`config.mk`:
```
export PLATFORM = sky130hd
export DESIGN_NAME = chw_pos
export DESIGN_NICKNAME = d
export VERILOG_FILES = /design/src/sv/chw_pkg.sv /design/src/sv/chw_pos.sv
export SDC_FILE = /design/constraint.sdc
export NUM_CORES = 1
export LEC_CHECK = 0
export BUFFER_PORTS_ARGS = -buffer_cell sky130_fd_sc_hd__buf_2
export CAP_MARGIN = 5
export CELL_PAD_IN_SITES_DETAIL_PLACEMENT = 0
export CELL_PAD_IN_SITES_GLOBAL_PLACEMENT = 1
export CORE_AREA = 2 2 145 147
export CTS_CLUSTER_SIZE = 14
export DETAILED_ROUTE_END_ITERATION = 8
export DIE_AREA = 0 0 147 149
export MAX_ROUTING_LAYER = met4
export PLACE_DENSITY = 0.8
export SYNTH_ARGS = -nofsm -noshare
export SYNTH_HDL_FRONTEND = slang
export SYNTH_SLANG_ARGS = --single-unit
```
`constraint.sdc`:
```
create_clock -name clk -period 9.37 [get_ports clk]
set_input_delay 1.874 -clock clk [delete_from_list [all_inputs] [get_ports clk]]
set_output_delay 1.874 -clock clk [all_outputs]
set_load 0.02 [all_outputs]
```
`src/sv/chw_pkg.sv`:
```
// shared types, constants and helpers for the cell weighted histogram
package chw_pkg;

	localparam int DEF_MAX_BINS          = 64;
	localparam int DEF_MAX_CELLS_PER_ROW = 256;
	localparam int DEF_MAX_WIDTH         = 2048;

	localparam int DIM_W      = 12;
	localparam int CELL_W     = 6;
	localparam int BLOG_W     = 3;
	localparam int CROW_W     = 12;
	localparam int CCOL_W     = 10;
	localparam int PROW_W     = 12;
	localparam int IC_W       = 5;
	localparam int BIN_ID_W   = 8;
	localparam int WEIGHT_W   = 16;
	localparam int BIN_IDX_W  = 6;
	localparam int TOTAL_W    = 32;
	localparam int NB_W       = 7;
	localparam int REG_ADDR_W = 4;
	localparam int APB_W      = 32;
	localparam int IN_DATA_W  = 24;
	localparam int OUT_DATA_W = 64;

	localparam logic [DIM_W-1:0]  RST_WIDTH  = 12'd64;
	localparam logic [DIM_W-1:0]  RST_HEIGHT = 12'd64;
	localparam logic [CELL_W-1:0] RST_CELL   = 6'd8;
	localparam logic [BLOG_W-1:0] RST_BLOG   = 3'd4;

	localparam logic [DIM_W-1:0]  MIN_DIM    = 12'd3;
	localparam logic [DIM_W-1:0]  MAX_HEIGHT = 12'd4095;
	localparam logic [CELL_W-1:0] MIN_CELL   = 6'd1;
	localparam logic [CELL_W-1:0] MAX_CELL   = 6'd32;
	localparam logic [BLOG_W-1:0] MAX_BLOG   = 3'd6;
	localparam logic [CCOL_W-1:0] CCOL_SAT   = 10'd1023;
	localparam logic [CROW_W-1:0] CROW_SAT   = 12'd4095;

	typedef enum logic [1:0] {
		REG_IMAGE_WIDTH,
		REG_IMAGE_HEIGHT,
		REG_CELL_EDGE,
		REG_BINS_LOG2
	} reg_idx_t;

	typedef enum logic [1:0] {
		ST_CLEAR,
		ST_RUN,
		ST_FL_READ,
		ST_FL_LOAD
	} state_t;

	// saturated configuration as the datapath uses it
	typedef struct packed {
		logic [DIM_W-1:0]  w;
		logic [DIM_W-1:0]  h;
		logic [CELL_W-1:0] c;
		logic [BLOG_W-1:0] lg;
	} cfg_t;

	// position info of the pixel at the input
	typedef struct packed {
		logic              hit;
		logic              flush;
		logic [CCOL_W-1:0] ccol;
		logic [CROW_W-1:0] crow;
	} pix_t;

	function automatic int addr_w(input int n);
		return (n > 1) ? $clog2(n) : 1;
	endfunction

endpackage

```
`src/sv/chw_pos.sv`:
```
// raster position counters and cell membership of the incoming pixel
module chw_pos #(
	parameter int MAX_CELLS_PER_ROW = chw_pkg::DEF_MAX_CELLS_PER_ROW,
	parameter int MAX_WIDTH         = chw_pkg::DEF_MAX_WIDTH
) (
	input  logic          clk,
	input  logic          arst_n,
	input  chw_pkg::cfg_t cfg,
	input  logic          advance,
	output chw_pkg::pix_t pix
);
	import chw_pkg::*;

	localparam int CW = $clog2(MAX_WIDTH);

	logic [CW-1:0]     pcol_q;
	logic [PROW_W-1:0] prow_q;
	logic [IC_W-1:0]   cic_q;
	logic [IC_W-1:0]   ric_q;
	logic [CCOL_W-1:0] ccol_q;
	logic [CROW_W-1:0] crow_q;

	logic [DIM_W-1:0]  w1;
	logic [DIM_W-1:0]  h1;
	logic [CELL_W-1:0] c1;
	logic [16:0]       col_end;
	logic [18:0]       row_end;
	logic              col_ok;
	logic              row_ok;

	assign w1 = cfg.w - 1'b1;
	assign h1 = cfg.h - 1'b1;
	assign c1 = cfg.c - 1'b1;

	// a cell is whole when its far edge stays within the image less two pixels
	assign col_end = 17'({1'b0, ccol_q} + 11'd1) * 17'(cfg.c);
	assign row_end = 19'({1'b0, crow_q} + 13'd1) * 19'(cfg.c);
	assign col_ok  = (col_end <= 17'(cfg.w - 12'd2));
	assign row_ok  = (row_end <= 19'(cfg.h - 12'd2));

	always_comb begin
		pix.hit   = (prow_q != '0) && (pcol_q != '0) && col_ok && row_ok &&
		            ({1'b0, ccol_q} < 11'(MAX_CELLS_PER_ROW)) && (ccol_q != CCOL_SAT);
		pix.flush = (CELL_W'(cic_q) == c1) && (CELL_W'(ric_q) == c1);
		pix.ccol  = ccol_q;
		pix.crow  = crow_q;
	end

	always_ff @(posedge clk or negedge arst_n) begin
		if (!arst_n) begin
			pcol_q <= '0;
			prow_q <= '0;
			cic_q  <= '0;
			ric_q  <= '0;
			ccol_q <= '0;
			crow_q <= '0;
		end else if (advance) begin
			if (DIM_W'(pcol_q) >= w1) begin
				pcol_q <= '0;
				cic_q  <= '0;
				ccol_q <= '0;
				if (prow_q >= h1) begin
					prow_q <= '0;
					ric_q  <= '0;
					crow_q <= '0;
				end else begin
					if (prow_q != '0) begin
						if (CELL_W'(ric_q) >= c1) begin
							ric_q <= '0;
							if (crow_q != CROW_SAT) crow_q <= crow_q + 1'b1;
						end else begin
							ric_q <= ric_q + 1'b1;
						end
					end
					prow_q <= prow_q + 1'b1;
				end
			end else begin
				if (pcol_q != '0) begin
					if (CELL_W'(cic_q) >= c1) begin
						cic_q <= '0;
						if (ccol_q != CCOL_SAT) ccol_q <= ccol_q + 1'b1;
					end else begin
						cic_q <= cic_q + 1'b1;
					end
				end
				pcol_q <= pcol_q + 1'b1;
			end
		end
	end

endmodule
```
After elaboration in Yosys (flattened, before gate mapping):

Index checks and enable logic that the tools add are counted.

* $mul: 2
* mux-type cells: 16
* add/sub/neg operators: 13
* order comparisons: 7
* equal/unequal tests: 4
* reductions and logical operators: 19

Operators with widths (number)
* $mux W12: 5
* $mux W10: 4
* $mux W5: 6
* $sub A12 B2 Y13 const B: 2
* $add A12 B1 Y12 const B: 2
* $sub A12 B1 Y12 const B: 2
* $le A19 B19 Y1: 1
* $mul A13 B6 Y19: 1
* $le A17 B17 Y1: 1
* $mul A11 B6 Y17: 1
* $add A12 B1 Y13 const B: 1
* $eq A5 B6 Y1: 2
* $ge A11 B12 Y1: 1
* $ge A12 B12 Y1: 1
* $ge A5 B6 Y1: 2
* $ne A12 B12 Y1 const B: 1
* $reduce_bool A12 Y1: 1
* $reduce_bool A2 Y1: 6
* $add A10 B1 Y11 const B: 1
* $add A11 B1 Y11 const B: 1
* $mux W11: 1
* $reduce_bool A11 Y1: 1
* $add A10 B1 Y10 const B: 1
* $add A5 B1 Y5 const B: 2
* 8 further kinds: 14

* output and inout port bits: 24
* logic and storage cells: 67
* bits of input ports: 36
* register bits: 55

Logic depth before layout (Yosys ltp):

* depth in word-level cells: 7
* gate-level depth with buffers: 27
* gate-level depth less buffers: 26

Worst setup path before layout:

OpenSTA, ideal clock, no wires.

* path kind: input to output
* from: in cfg[4] (netlist name)
* to: out pix[23] (netlist name)
* buffers on the path: 2
* data required time: 7.496 ns
* stages: 22
* path slack: 0.394 ns
* data arrival time: 7.102 ns
* cells stage by stage: buf_2 -> clkinv_1 -> clkbuf_1 -> nor2_1 -> fa_1 -> fa_1 -> inv_1 -> fa_1 -> inv_1 -> ha_1 -> or2_1 -> o311a_1 -> o41a_1 -> a21o_1 -> a21oi_1 -> xnor2_1 -> ha_1 -> a21o_1 -> a21o_1 -> a21oi_1 -> o21ai_0 -> a211oi_1

RTL lines
* start, declared: line chw_pos.sv:8 `input chw_pkg::cfg_t cfg,`
* end, declared: line chw_pos.sv:10 `output chw_pkg::pix_t pix`

==> impl_metrics.ini <==
[outcome]
status = finished, final reports clean

[critical_path]
critPathKind = input port to primary output
r2r_slack_ns = 6.04
critPathMaxFanout = 21
arrival_ns = 7.21
critical_path.startpoint_type = input port
end_kind = primary output
worstReg2RegEnd = crow_q[0]
reg2reg_from = pcol_q[2]
worstRegToRegCells = 8
required_ns = 7.50

[global_routing]
grt_max_degree = 56
grt_pass1_wl_mm = 40.6
antenna_found_initial = 0
gr-total-overflow = 0
grt_use_total_pct = 23.3
first_global_vias = 8018

[floorplan]
die_h_um = 149
start_util_pct = 47.6
die_w_um = 147
dieArea_sq_um = 21900
coreArea_sq_um = 20600
row_count = 53
ios = 60

[timing]
tightestPinTransition_ns = 1.03
maxSlewViolCount = 0
fin_tns_setup_ns = 0
finalHoldViolCount = 0
clock_skew_ns = 0.00689
fmaxAchievable_mhz = 110
setup_ws_ns = 0.285
finalSetupViolCount = 0
grt_setup_unrepaired = no
min_period_ns = 9.09
max_slew_margin_pct = 30.9
post-route-period-util_pct = 97.0

[logic_synthesis]
ys_seq_elements = 55
async_flop_share_pct = 100
avgSynthCellArea_sq_um = 8.40
yosysUniqueCellTypes = 70
synth_nets = 1419
synthCells = 1164
synth_edf_count = 0
ys.flop_type = dfrtp_1
synth_seq_area_share_pct = 14.1
ys_warn_count = 0
syn_area_sq_um = 9780

[power_and_ir_drop]
power.density_nw_per_um2 = 119
p_int_uw = 688
p_switching_uw = 564
swShare_pct = 45.0
clkPwrFrac_pct = 16.8
peakVddDrop_v = 0.000102
power_frac_seq_pct = 26.2
leakage_uw = 0.00524
pwr-share-comb_pct = 57.0

[place]
place_ws_ns = 0.160
numPortBuffers = 56
dp_hpwl_mm = 18.8
place_congestion = 0.846
dp.cells = 1476

[hold_path]
worstHoldStart = prow_q[11]
holdPathEnd = prow_q[11]
whs_path_depth = 1
hp-class = flip-flop to flip-flop

[drt]
ant_nets = 0
num_vias = 8144
totalWireLength_mm = 23.9
drt-initial-drc-count = 338
drc = 0
wl_per_cell_um = 16.1
drtPass1Iterations = 4
vias_per_cell = 5.48

[layout]
fill_cells = 2066
fin_util_pct = 51.3
area_growth_pct = 7.97
final_cell_mix = ha_1 (137), inv_1 (133), nor2_1 (95), fa_1 (82), nand2_1 (78)
antenna_cells = 0
fin_nets = 1465
final_common_cell = ha_1
stdcell_count = 1486
drive_gt1_share_pct = 8.51

[cts]
path_clk_slew_ns = 0.08
h-tree-depth = 2
clock_path_buffers = 2
cts_inserted_buffers = 5
cts-root-buf = clkbuf_16
cts_tree = built
cts.sinks = 55
postCtsHoldBufs = 0
clk_latency_ns = 0.31

[run]
maxCapViolCount = 0
[registers in the layout (all words and copies together) (netlist names)]
name	cells
pcol_q	11
ric_q	5
cic_q	5
prow_q	12
crow_q	12
ccol_q	10
[critical path, cell delays in order]
cell and delay [ns]:
buf_2 0.38, nand2b_1 0.15, fa_1 0.54, inv_1 0.05, fa_1 0.48, inv_1 0.06
fa_1 0.54, inv_1 0.05, ha_1 0.34, nand2_1 0.08, o21ai_1 0.11, o311a_1 0.33
o41a_1 0.38, a21o_1 0.19, a21oi_1 0.17, xnor2_1 0.14, ha_1 0.26, a21o_1 0.18
a21o_1 0.16, a21oi_1 0.12, o21ai_0 0.10, a211oi_1 0.27, buf_2 0.21
[synthesized netlist by cell type (all sizes together), types with 7 or more instances]
| library cell | count | area, sq um |
|---|---|---|
| nor2 | 96 | 363 |
| nand3 | 43 | 215 |
| a21o | 26 | 195 |
| nand2b | 37 | 231 |
| nand2 | 78 | 293 |
| nor4 | 14 | 100 |
| nor3 | 17 | 90.1 |
| inv | 133 | 499 |
| dfrtp | 55 | 1380 |
| nand4 | 13 | 81.3 |
| o31ai | 9 | 67.6 |
| and3 | 15 | 93.8 |
| nor2b | 67 | 419 |
| a22o | 12 | 105 |
| buf | 9 | 48.8 |
| clkbuf | 26 | 98.8 |
| xor2 | 38 | 333 |
| fa | 82 | 1640 |
| ha | 137 | 1710 |
| and2 | 24 | 150 |
| a21oi | 38 | 190 |
| xnor2 | 49 | 437 |
| o21ai | 63 | 319 |
| o2bb2ai | 7 | 61.3 |
[area by class of cell]
type / instances / area (sq um) / area share (%)
repair buffers: 74 / 415 / 3.94
inverters: 134 / 507 / 4.80
clock inverters: 3 / 33.8 / 0.320
multi-input cells: 940 / 7750 / 73.5
well taps: 275 / 344 / 3.26
flip-flops and latches: 55 / 1380 / 13.0
clock buffers: 5 / 125 / 1.19
[per-stage QoR]
| step | instance area (sq um) | power, uW | hold WS (ns) |
|---|---|---|---|
| finish | 10600 | 1250 | 0.539 |
| global route | 10600 | 1390 | 0.568 |
| CTS | 10500 | 1270 | 0.544 |
| detailed placement | 10400 | 1040 | 0.529 |
| global placement | 10400 | 1030 | 0.513 |
| floorplan | 9780 | 848 | 0.475 |
[power groups by stage]
stage	Combinational [uW]	Clock [uW]	Sequential (uW)
after floorplan	523	0	325
after global placement	701	0	331
after detailed placement	713	0	332
after CTS	722	217	327
after global routing	833	225	336
final	714	211	328
[how the worst max path moves through the flow]
stage / from / end / cells after the start
3_3_place_gp: cfg[4] / pix[23] / 24
5_1_grt: cfg[5] / pix[23] / 23
4_1_cts: cfg[4] / pix[23] / 23
6_report: cfg[5] / pix[23] / 23
3_5_place_dp: cfg[4] / pix[23] / 23
2_1_floorplan: cfg[4] / pix[23] / 22
[kinds of logic (layout without fill, tap and decap cells)]
family / after synthesis / in the layout / share of synthesized area [%]
AOI/OAI and AO/OA: 204 / 204 / 13.9
xor gates and xnor gates: 87 / 87 / 7.87
adders and majority gates: 219 / 219 / 34.3
buffers and inverters: 169 / 216 / 6.66
DFF: 55 / 55 / 14.1
muxes: 3 / 3 / 0.333
and+or+nand+nor: 427 / 427 / 22.8
[per-layer routing]
| layer | vias to the layer above | global-route usage, % | share of wire [%] |
|---|---|---|---|
| met4 | 0 | 3.32 | 0.97 |
| met1 | 3975 | 34.2 | 51 |
| met2 | 115 | 36.2 | 45 |
| met3 | 17 | 1.83 | 3.0 |
| met5 | - | - | 0 |
| li1 | 4037 | - | - |
[repair_timing]
action / CTS / global route
setup endpoints to repair: 0 / 1
setup buffers: 0 / 2
resized for setup: 0 / 1
(Power assumes the default switching activity.)
