===== src/sv/chw_pkg.sv =====
// shared types, constants and helpers for the cell weighted histogram
package chw_pkg;

	localparam int DEF_MAX_BINS          = 64;
	localparam int DEF_MAX_CELLS_PER_ROW = 256;
	localparam int DEF_MAX_WIDTH         = 2048;

	localparam int DIM_W      = 12;
	localparam int CELL_W     = 6;
	localparam int BLOG_W     = 3;
	localparam int CROW_W     = 12;
	localparam int CCOL_W     = 10;
	localparam int PROW_W     = 12;
	localparam int IC_W       = 5;
	localparam int BIN_ID_W   = 8;
	localparam int WEIGHT_W   = 16;
	localparam int BIN_IDX_W  = 6;
	localparam int TOTAL_W    = 32;
	localparam int NB_W       = 7;
	localparam int REG_ADDR_W = 4;
	localparam int APB_W      = 32;
	localparam int IN_DATA_W  = 24;
	localparam int OUT_DATA_W = 64;

	localparam logic [DIM_W-1:0]  RST_WIDTH  = 12'd64;
	localparam logic [DIM_W-1:0]  RST_HEIGHT = 12'd64;
	localparam logic [CELL_W-1:0] RST_CELL   = 6'd8;
	localparam logic [BLOG_W-1:0] RST_BLOG   = 3'd4;

	localparam logic [DIM_W-1:0]  MIN_DIM    = 12'd3;
	localparam logic [DIM_W-1:0]  MAX_HEIGHT = 12'd4095;
	localparam logic [CELL_W-1:0] MIN_CELL   = 6'd1;
	localparam logic [CELL_W-1:0] MAX_CELL   = 6'd32;
	localparam logic [BLOG_W-1:0] MAX_BLOG   = 3'd6;
	localparam logic [CCOL_W-1:0] CCOL_SAT   = 10'd1023;
	localparam logic [CROW_W-1:0] CROW_SAT   = 12'd4095;

	typedef enum logic [1:0] {
		REG_IMAGE_WIDTH,
		REG_IMAGE_HEIGHT,
		REG_CELL_EDGE,
		REG_BINS_LOG2
	} reg_idx_t;

	typedef enum logic [1:0] {
		ST_CLEAR,
		ST_RUN,
		ST_FL_READ,
		ST_FL_LOAD
	} state_t;

	// saturated configuration as the datapath uses it
	typedef struct packed {
		logic [DIM_W-1:0]  w;
		logic [DIM_W-1:0]  h;
		logic [CELL_W-1:0] c;
		logic [BLOG_W-1:0] lg;
	} cfg_t;

	// position info of the pixel at the input
	typedef struct packed {
		logic              hit;
		logic              flush;
		logic [CCOL_W-1:0] ccol;
		logic [CROW_W-1:0] crow;
	} pix_t;

	function automatic int addr_w(input int n);
		return (n > 1) ? $clog2(n) : 1;
	endfunction

endpackage


===== src/sv/chw_cfg.sv =====
// apb register file and saturation of the configuration values
module chw_cfg #(
	parameter int MAX_BINS  = chw_pkg::DEF_MAX_BINS,
	parameter int MAX_WIDTH = chw_pkg::DEF_MAX_WIDTH
) (
	input  logic                            clk,
	input  logic                            arst_n,
	input  logic                            psel,
	input  logic                            penable,
	input  logic                            pwrite,
	input  logic [chw_pkg::REG_ADDR_W-1:0]  paddr,
	input  logic [chw_pkg::APB_W-1:0]       pwdata,
	output logic [chw_pkg::APB_W-1:0]       prdata,
	output logic                            pready,
	output chw_pkg::cfg_t                   cfg
);
	import chw_pkg::*;

	localparam int BLG = $clog2(MAX_BINS + 1) - 1;
	localparam logic [BLOG_W-1:0] BLG_MAX = BLOG_W'(BLG);
	localparam logic [DIM_W-1:0]  W_MAX   = DIM_W'(MAX_WIDTH);

	logic [DIM_W-1:0]  width_q;
	logic [DIM_W-1:0]  height_q;
	logic [CELL_W-1:0] cell_q;
	logic [BLOG_W-1:0] blog_q;
	reg_idx_t          idx;
	logic              wr_en;
	logic [BLOG_W-1:0] lg6;

	assign idx    = reg_idx_t'(paddr[3:2]);
	assign pready = 1'b1;
	assign wr_en  = psel && penable && pwrite && pready;

	always_ff @(posedge clk or negedge arst_n) begin
		if (!arst_n) begin
			width_q  <= RST_WIDTH;
			height_q <= RST_HEIGHT;
			cell_q   <= RST_CELL;
			blog_q   <= RST_BLOG;
		end else if (wr_en) begin
			case (idx)
				REG_IMAGE_WIDTH:  width_q  <= pwdata[DIM_W-1:0];
				REG_IMAGE_HEIGHT: height_q <= pwdata[DIM_W-1:0];
				REG_CELL_EDGE:    cell_q   <= pwdata[CELL_W-1:0];
				REG_BINS_LOG2:    blog_q   <= pwdata[BLOG_W-1:0];
				default:          ;
			endcase
		end
	end

	always_comb begin
		case (idx)
			REG_IMAGE_WIDTH:  prdata = APB_W'(width_q);
			REG_IMAGE_HEIGHT: prdata = APB_W'(height_q);
			REG_CELL_EDGE:    prdata = APB_W'(cell_q);
			REG_BINS_LOG2:    prdata = APB_W'(blog_q);
			default:          prdata = '0;
		endcase
	end

	always_comb begin
		if (width_q < MIN_DIM)     cfg.w = MIN_DIM;
		else if (width_q > W_MAX)  cfg.w = W_MAX;
		else                       cfg.w = width_q;

		if (height_q < MIN_DIM)         cfg.h = MIN_DIM;
		else if (height_q > MAX_HEIGHT) cfg.h = MAX_HEIGHT;
		else                            cfg.h = height_q;

		if (cell_q < MIN_CELL)      cfg.c = MIN_CELL;
		else if (cell_q > MAX_CELL) cfg.c = MAX_CELL;
		else                        cfg.c = cell_q;

		lg6    = (blog_q > MAX_BLOG) ? MAX_BLOG : blog_q;
		// bin count may not pass the store's bins per cell
		cfg.lg = (lg6 > BLG_MAX) ? BLG_MAX : lg6;
	end

endmodule


===== config.mk =====
export PLATFORM = sky130hd
export DESIGN_NAME = chw_cfg
export DESIGN_NICKNAME = d
export VERILOG_FILES = /design/src/sv/chw_pkg.sv /design/src/sv/chw_cfg.sv
export SDC_FILE = /design/constraint.sdc
export NUM_CORES = 1
export LEC_CHECK = 0
export BUFFER_PORTS_ARGS = -buffer_cell sky130_fd_sc_hd__buf_2
export CORE_MARGIN = 2
export CORE_UTILIZATION = 44
export DETAILED_ROUTE_END_ITERATION = 6
export PLACE_DENSITY = 0.77
export SLEW_MARGIN = 0
export SYNTH_ARGS = -nofsm -noshare
export SYNTH_HDL_FRONTEND = slang
export SYNTH_SLANG_ARGS = --single-unit

===== constraint.sdc =====
create_clock -name clk -period 1.15 [get_ports clk]
set_input_delay 0.115 -clock clk [delete_from_list [all_inputs] [get_ports clk]]
set_output_delay 0.115 -clock clk [all_outputs]
set_load 0.02 [all_outputs]

# == Word-level counts from Yosys, hierarchy flattened ==
# Cells that the tools add are included.
# word_totals
register_bits,33
input_bits,41
out_inout_bits,66
wordCells,31
# classes
n_lt_le_gt_ge,8
n_eq_ne,3
mux,9
n_reduce_logical,7
# op_table
operator,count
case mux 32 bit (4 select lines),1
two-way mux 12 bit,4
greater-than comparator 12 bit (second input constant),2
less-than comparator 12 x 2 -> 1 bit (second input constant),2
two-way mux 6 bit,2
AND reduction 2 bit,4
greater-than comparator 3 bit (second input constant),2
greater-than comparator 6 bit (second input constant),1
less-than comparator 6 x 1 -> 1 bit (second input constant),1
two-way mux 3 bit,2
equality test 2 bit (second input constant),2
equality test 2 x 1 -> 1 bit (second input constant),1
logical AND 1 bit,2
logical NOT 2 bit,1

# == Logic depth before layout (Yosys ltp) ==
# Gate-level depths: netlist of run 1.
# depth
ltp_word,4
mapped_depth,5
depth_no_buf,3

# == Least setup slack after synthesis of run 1 ==
# No wires, ideal clock.
# synth_path
kind,reg-to-output
start,register width_q[11]
end,output cfg[21] (netlist bit)
arrival_ns,1.107
setup_slack_ns,-0.072
stages_incl_launch_ff,3
path_buffers,1
path_cell_list,dfrtp_1 clkbuf_1 o21ai_0
# synth_rtl
item,line_no,rtl
from (decl),chw_cfg.sv:23,logic [DIM_W-1:0] width_q;
from (signal assigned),chw_cfg.sv:43,REG_IMAGE_WIDTH: width_q <= pwdata[DIM_W-1:0];
to (decl),chw_cfg.sv:15,output chw_pkg::cfg_t cfg

# == Worst setup path in the final report of run 1 ==
# layout_path
start,register width_q[2]
end,output prdata[2] (netlist bit)
# layout_via
elab_chain_cells,1
# layout_lines
item,line_no,rtl
case mux 32 bit (4 select lines),chw_cfg.sv:53,case (idx)
to (decl),chw_cfg.sv:13,"output logic [chw_pkg::APB_W-1:0] prdata,"
# No other way between the ends. The select of a mux whose other input is x is not followed.

==> results of run 1 <==
==> flip-flops by register name (all words and copies together), names as in the netlist <==
signal    count
cell_q        6
blog_q        3
width_q      12
height_q     12
==> cells in the final DEF (no fill, tap or decap), types with 5 or more instances in the layout <==
master	instances
buf_2	28
nor2_1	8
dfrtp_1	27
mux2i_1	6
mux2_2	33
clkbuf_8	5
buf_4	33
nor2b_4	5
buf_6	34
nor2b_1	7
conb_1	21
==> cell type report <==
class	count	area (um^2)	area share
inverters	2	7.51	0.00267
multi-input cells	113	1000	0.357
well taps	52	65.1	0.0231
clock buffers	8	80.1	0.0285
flip-flops and latches	33	833	0.296
repair buffers	98	821	0.292
==> worst max-delay path, stage by stage, from the launching register on <==
cell and delay (ps):
dfrtp_1 440, mux4_2 510, buf_6 150
==> how the worst min path moves through the flow <==
| stage | from | to | slack, ps |
|---|---|---|---|
| after global placement | arst_n | cell_q[5] | 30 |
| after detailed placement | arst_n | cell_q[5] | 40 |
| after CTS | pwdata[10] | width_q[10] | 70 |
| final | pwdata[10] | width_q[10] | 70 |
| after global routing | pwdata[10] | width_q[10] | 70 |
| after floorplan | arst_n | blog_q[0] | -180 |
==> report_power, final <==
part	internal (uW)	switching (uW)	leakage, uW
Clock	429	401	0.0000395
Combinational	1350	1170	0.000940
Sequential	1460	313	0.000395
==> logic make-up after synthesis <==
family / synth area share
AOI/OAI and AO/OA: 0.0207
muxes: 0.274
other: 0.00389
DFF: 0.430
and+or+nand+nor: 0.130
buffers and inverters: 0.142
==> metrics by stage <==
| step | hold slack (ps) | TNS [ps] | std cells | utilization | power, uW |
|---|---|---|---|---|---|
| global placement | 33.9 | -2210 | 290 | 0.547 | 3590 |
| CTS | 72.6 | -4900 | 301 | 0.609 | 4790 |
| detailed placement | 35.5 | -2660 | 290 | 0.547 | 3630 |
| floorplan | -181 | -26.4 | 191 | - | 2910 |
| global route | 72.8 | -6890 | 306 | 0.655 | 5370 |
| finish | 72.4 | -5320 | 306 | 0.655 | 5130 |
==> timing repair <==
action | CTS | global route
hold buffers | 1 | 0
gates cloned | 0 | 1
setup buffers | 2 | 9
resized for setup | 54 | 48
endpoints found under the hold margin | 11 | 0
endpoints found under the setup margin | 32 | 37
pin swaps | 5 | 7
==> routing by layer <==
layer | up-vias | routed length [um]
met1 | 755 | 1960
met2 | 69 | 2520
met3 | 9 | 317
met4 | 0 | 87
li1 | 705 | -
met5 | - | 0
==> results.yml, run 1 <==
clock_network:
  clk_pin_slew_worst_paths_ps: 60
  cts_made_buffers: 5
  cts-root-buf: "clkbuf_8"
  h-tree-depth: 2
  cts_tree: "yes"
  clkSinkCount: 33
  clockBufferDepth: 2
  clock_latency_ps: 280
global_routing:
  met3_usage: 0.0404
  grt_use_met1: 0.250
  antenna_found_initial: 0
  top_usage_layer: "met2"
  grt_start_max_net_pins: 21
  grt_pass1_wl_um: 7330
  gr-usage-all-layers: 0.192
  grt_pass1_vias: 1498
  gr-total-overflow: 0
  met2_usage: 0.317
sta:
  timing.final.ws_setup_ps: -351
  maxClockFrequency_mhz: 666
  fin_worst_skew_ps: 0
  hold_violations: 0
  setup_viol: 33
  post-route-period-util: 1.30
  slew_viol_final: 0
  fin_crit_ps: 1500
  rsz0062_at_grt: "true"
critical_path:
  r2r_cells: 3
  worst-path-max-fanout: 4
  required_ps: 1030
  ff2ff_setup_slack_ps: 120
  critPathCapture: "prdata[2]"
  crit_type: "register to primary output"
  cp-end-kind: "primary output"
  crit_start: "width_q[2]"
  rr_endpoint: "height_q[10]"
  timing.rr.start: "height_q[10]"
  critPathArrivalTime_ps: 1390
  startpoint_type: "register"
floorplanning:
  core_mm2: 0.00429
  fp.dieW_um: 70.3
  fp-row-count: 24
  die-area_mm2: 0.00494
  dieHeight_um: 70.3
  start_util: 0.450
  io_pins: 107
synth:
  synth_edf_count: 0
  async_reset_ff_frac: 1.00
  yosys_register_bits: 33
  synthTopCellsByCount: "mux2_2, dfrtp_1, buf_4"
  synthCells: 172
  yosysWarnings: 0
  synth_top_area_cell: "dfrtp_1"
  yosys_most_used_dff: "dfrtp_1"
  synthTopCellsByArea: "dfrtp_1, mux2_2, buf_4, dfstp_2, mux2i_1"
  synth.distinct_cells: 24
  avgSynthCellArea_um2: 11.2
  synth.most_common_cell: "mux2_2"
  syn-cell-area_mm2: 0.00193
  synth-seq-area-share: 0.430
  synth_top_area_frac: 0.376
status:
  status: "complete, but fails checks"
  violations: "negative setup slack"
drt:
  drt_iter0_markers: 83
  wl_per_cell_um: 16.0
  viasPerCell: 5.03
  ant_nets: 0
  wirelength_um: 4890
  vias: 1538
  firstDrtPassIters: 4
  drc: 0
power:
  power_density_mw_per_mm2: 1820
  ir_worst_vdd_uv: 1070
  leakagePower_uw: 0.00137
final_layout:
  syn_to_final_growth_pct: 45.5
  n_fill_cell: 334
  drive_gt1_frac: 0.646
  fin_nets: 294
  antennaDiodeCount: 0
  finalInstanceArea_mm2: 0.00281
placed_design:
  hpwl_um: 3500
  dpl_cell_area_mm2: 0.00235
  place.gp.congestion: 0.758
  port_buffers: 63
  dp_slack_ps: -177
min_path:
  holdPathStages: 2
  hp-class: "primary input to register"
run:
  maxCapViolations: 0
(Power assumes the default switching activity.)
==> run 2, diff against run 1 <==
CORE_UTILIZATION = 40   (was 44)
PLACE_DENSITY = 0.71   (was 0.77)
==> run 2 against run 1 <==
Effect of this change: combinational power about the same; critical endpoint is now cfg[22]; the run still ends with negative setup slack left; sequential share of layout area decreased by 0.087 points; largest cell class unchanged; non-clock buffer count increased by 3.
==> results.yml, run 2 (same netlist as run 1, synthesis figures left out) <==
status:
  status: "complete, but fails checks"
  violations: "negative setup slack"
clock_network:
  clk_pin_slew_worst_paths_ps: 70
  cts_tree: "yes"
  clkSinkCount: 33
  clockBufferDepth: 2
  h-tree-depth: 2
  cts_made_buffers: 5
  cts-root-buf: "clkbuf_8"
  clock_latency_ps: 280
final_layout:
  syn_to_final_growth_pct: 46.2
  multiInputGateArea_um2: 967
  largestRegisters: "height_q: 12 flops, width_q: 12 flops, cell_q: 6 flops"
  finalInstanceArea_mm2: 0.00282
  ff_latch_area_um2: 835
  fin_util: 0.602
  n_fill_cell: 378
  antennaDiodeCount: 0
  final_cell_mix: "buf_6, buf_4, mux2_2"
  fin_nets: 297
  drive_gt1_frac: 0.638
  final_common_cell: "buf_6"
power:
  power_density_mw_per_mm2: 1830
  ir_worst_vdd_uv: 999
  finalPower_uw: 5160
  leakagePower_uw: 0.00140
critical_path:
  critical-path-slowest-cell: "dfrtp_1"
  required_ps: 1030
  startpoint_type: "register"
  ff2ff_setup_slack_ps: 30
  critPathArrivalTime_ps: 1390
  cpPeakStageDelay_ps: 420
  worstPathCellList: "nor4_2 -> nand3_1 -> o21ai_1 -> buf_4"
  crit_type: "register to primary output"
  cp-end-kind: "primary output"
  worst-path-max-fanout: 2
drt:
  viasPerCell: 4.81
  ant_nets: 0
  vias: 1495
  drc: 0
  drt_iter0_markers: 50
  wl_per_cell_um: 15.6
  wirelength_um: 4840
  firstDrtPassIters: 4
sta:
  fin_crit_ps: 1500
  timing.final.ws_setup_ps: -353
  rsz0062_at_grt: "true"
  slew_viol_final: 0
  fin_worst_skew_ps: 0
  whs_ps: 75.3
  setup_viol: 35
  hold_violations: 0
  post-route-period-util: 1.31
  maxClockFrequency_mhz: 665
floorplanning:
  io_pins: 107
  fp.dieW_um: 73.5
  fp-row-count: 25
  start_util: 0.412
  die-area_mm2: 0.00540
  dieHeight_um: 73.5
  core_mm2: 0.00469
global_routing:
  antenna_found_initial: 0
  gr-total-overflow: 0
  grt_pass1_wl_um: 7680
  grt_start_max_net_pins: 21
  grt_pass1_vias: 1489
  gr-usage-all-layers: 0.190
placed_design:
  dpl_cell_area_mm2: 0.00236
  port_buffers: 63
  dp_slack_ps: -214
  place.gp.congestion: 0.750
  hpwl_um: 3420
min_path:
  hp-class: "primary input to register"
run:
  maxCapViolations: 0
-- run 2: cell types whose count changed in the layout (fill, tap and decap cells not counted), sizes merged --
cell	change
buf	+3
clkbuf	-2
clkinv	+2
-- run 2: repair_timing --
item / 4_1_cts / 5_1_grt
gates resized for setup: 70 / 30
buffers inserted: 8 / 8
hold buffers: 1 / 0
endpoints found under the hold margin: 11 / 0
endpoints found under the setup margin: 33 / 37
pin swaps: 7 / 6
-- run 2: critical path, delay by kind of cell, from the launching register on --
| kind | cells | cell delay, ps |
|---|---|---|
| AO/OA/AOI/OAI | 1 | 110 |
| buffers and inverters | 1 | 160 |
| flip-flops | 1 | 420 |
| AND/OR/NAND/NOR | 2 | 400 |
-- run 2: power breakdown --
group	leakage (uW)	internal [uW]	switching [uW]
Combinational	0.000959	1380	1170
Sequential	0.000394	1460	289
Clock	0.0000450	419	439
-- run 2: through the flow --
step	std cells	TNS, ps
6_report	311	-5730
2_1_floorplan	191	-26.4
3_3_place_gp	293	-2380
4_1_cts	306	-5280
5_1_grt	311	-7320
3_5_place_dp	293	-2720
-- run 2: area by class of cell --
| cell class | count | share of cell area |
|---|---|---|
| clock buffer | 6 | 0.0257 |
| clock inverter | 2 | 0.00354 |
| inverter | 2 | 0.00266 |
| multi-input combinational | 113 | 0.342 |
| sequential | 33 | 0.296 |
| tap | 54 | 0.0239 |
| timing repair buffer | 101 | 0.306 |
-- run 2: path summary, 6_finish.rpt --
| kind | start | end | depth (start not counted) |
|---|---|---|---|
| min in group asynchronous | arst_n | height_q[5] | 2 |
| max reg2reg | height_q[10] | height_q[10] | 4 |
| max in group asynchronous | arst_n | width_q[6] | 3 |
| min reg2reg | height_q[0] | height_q[0] | 1 |
| min | pwdata[9] | width_q[9] | 2 |
| max | width_q[11] | cfg[22] | 4 |
-- run 2: layer usage --
metal  wire (um)  global-route usage  up-vias
met3         262              0.0384        4
met5           0                   0        -
met1        2120               0.251      724
li1            -                   -      700
met4          38              0.0485        0
met2        2420               0.319       67
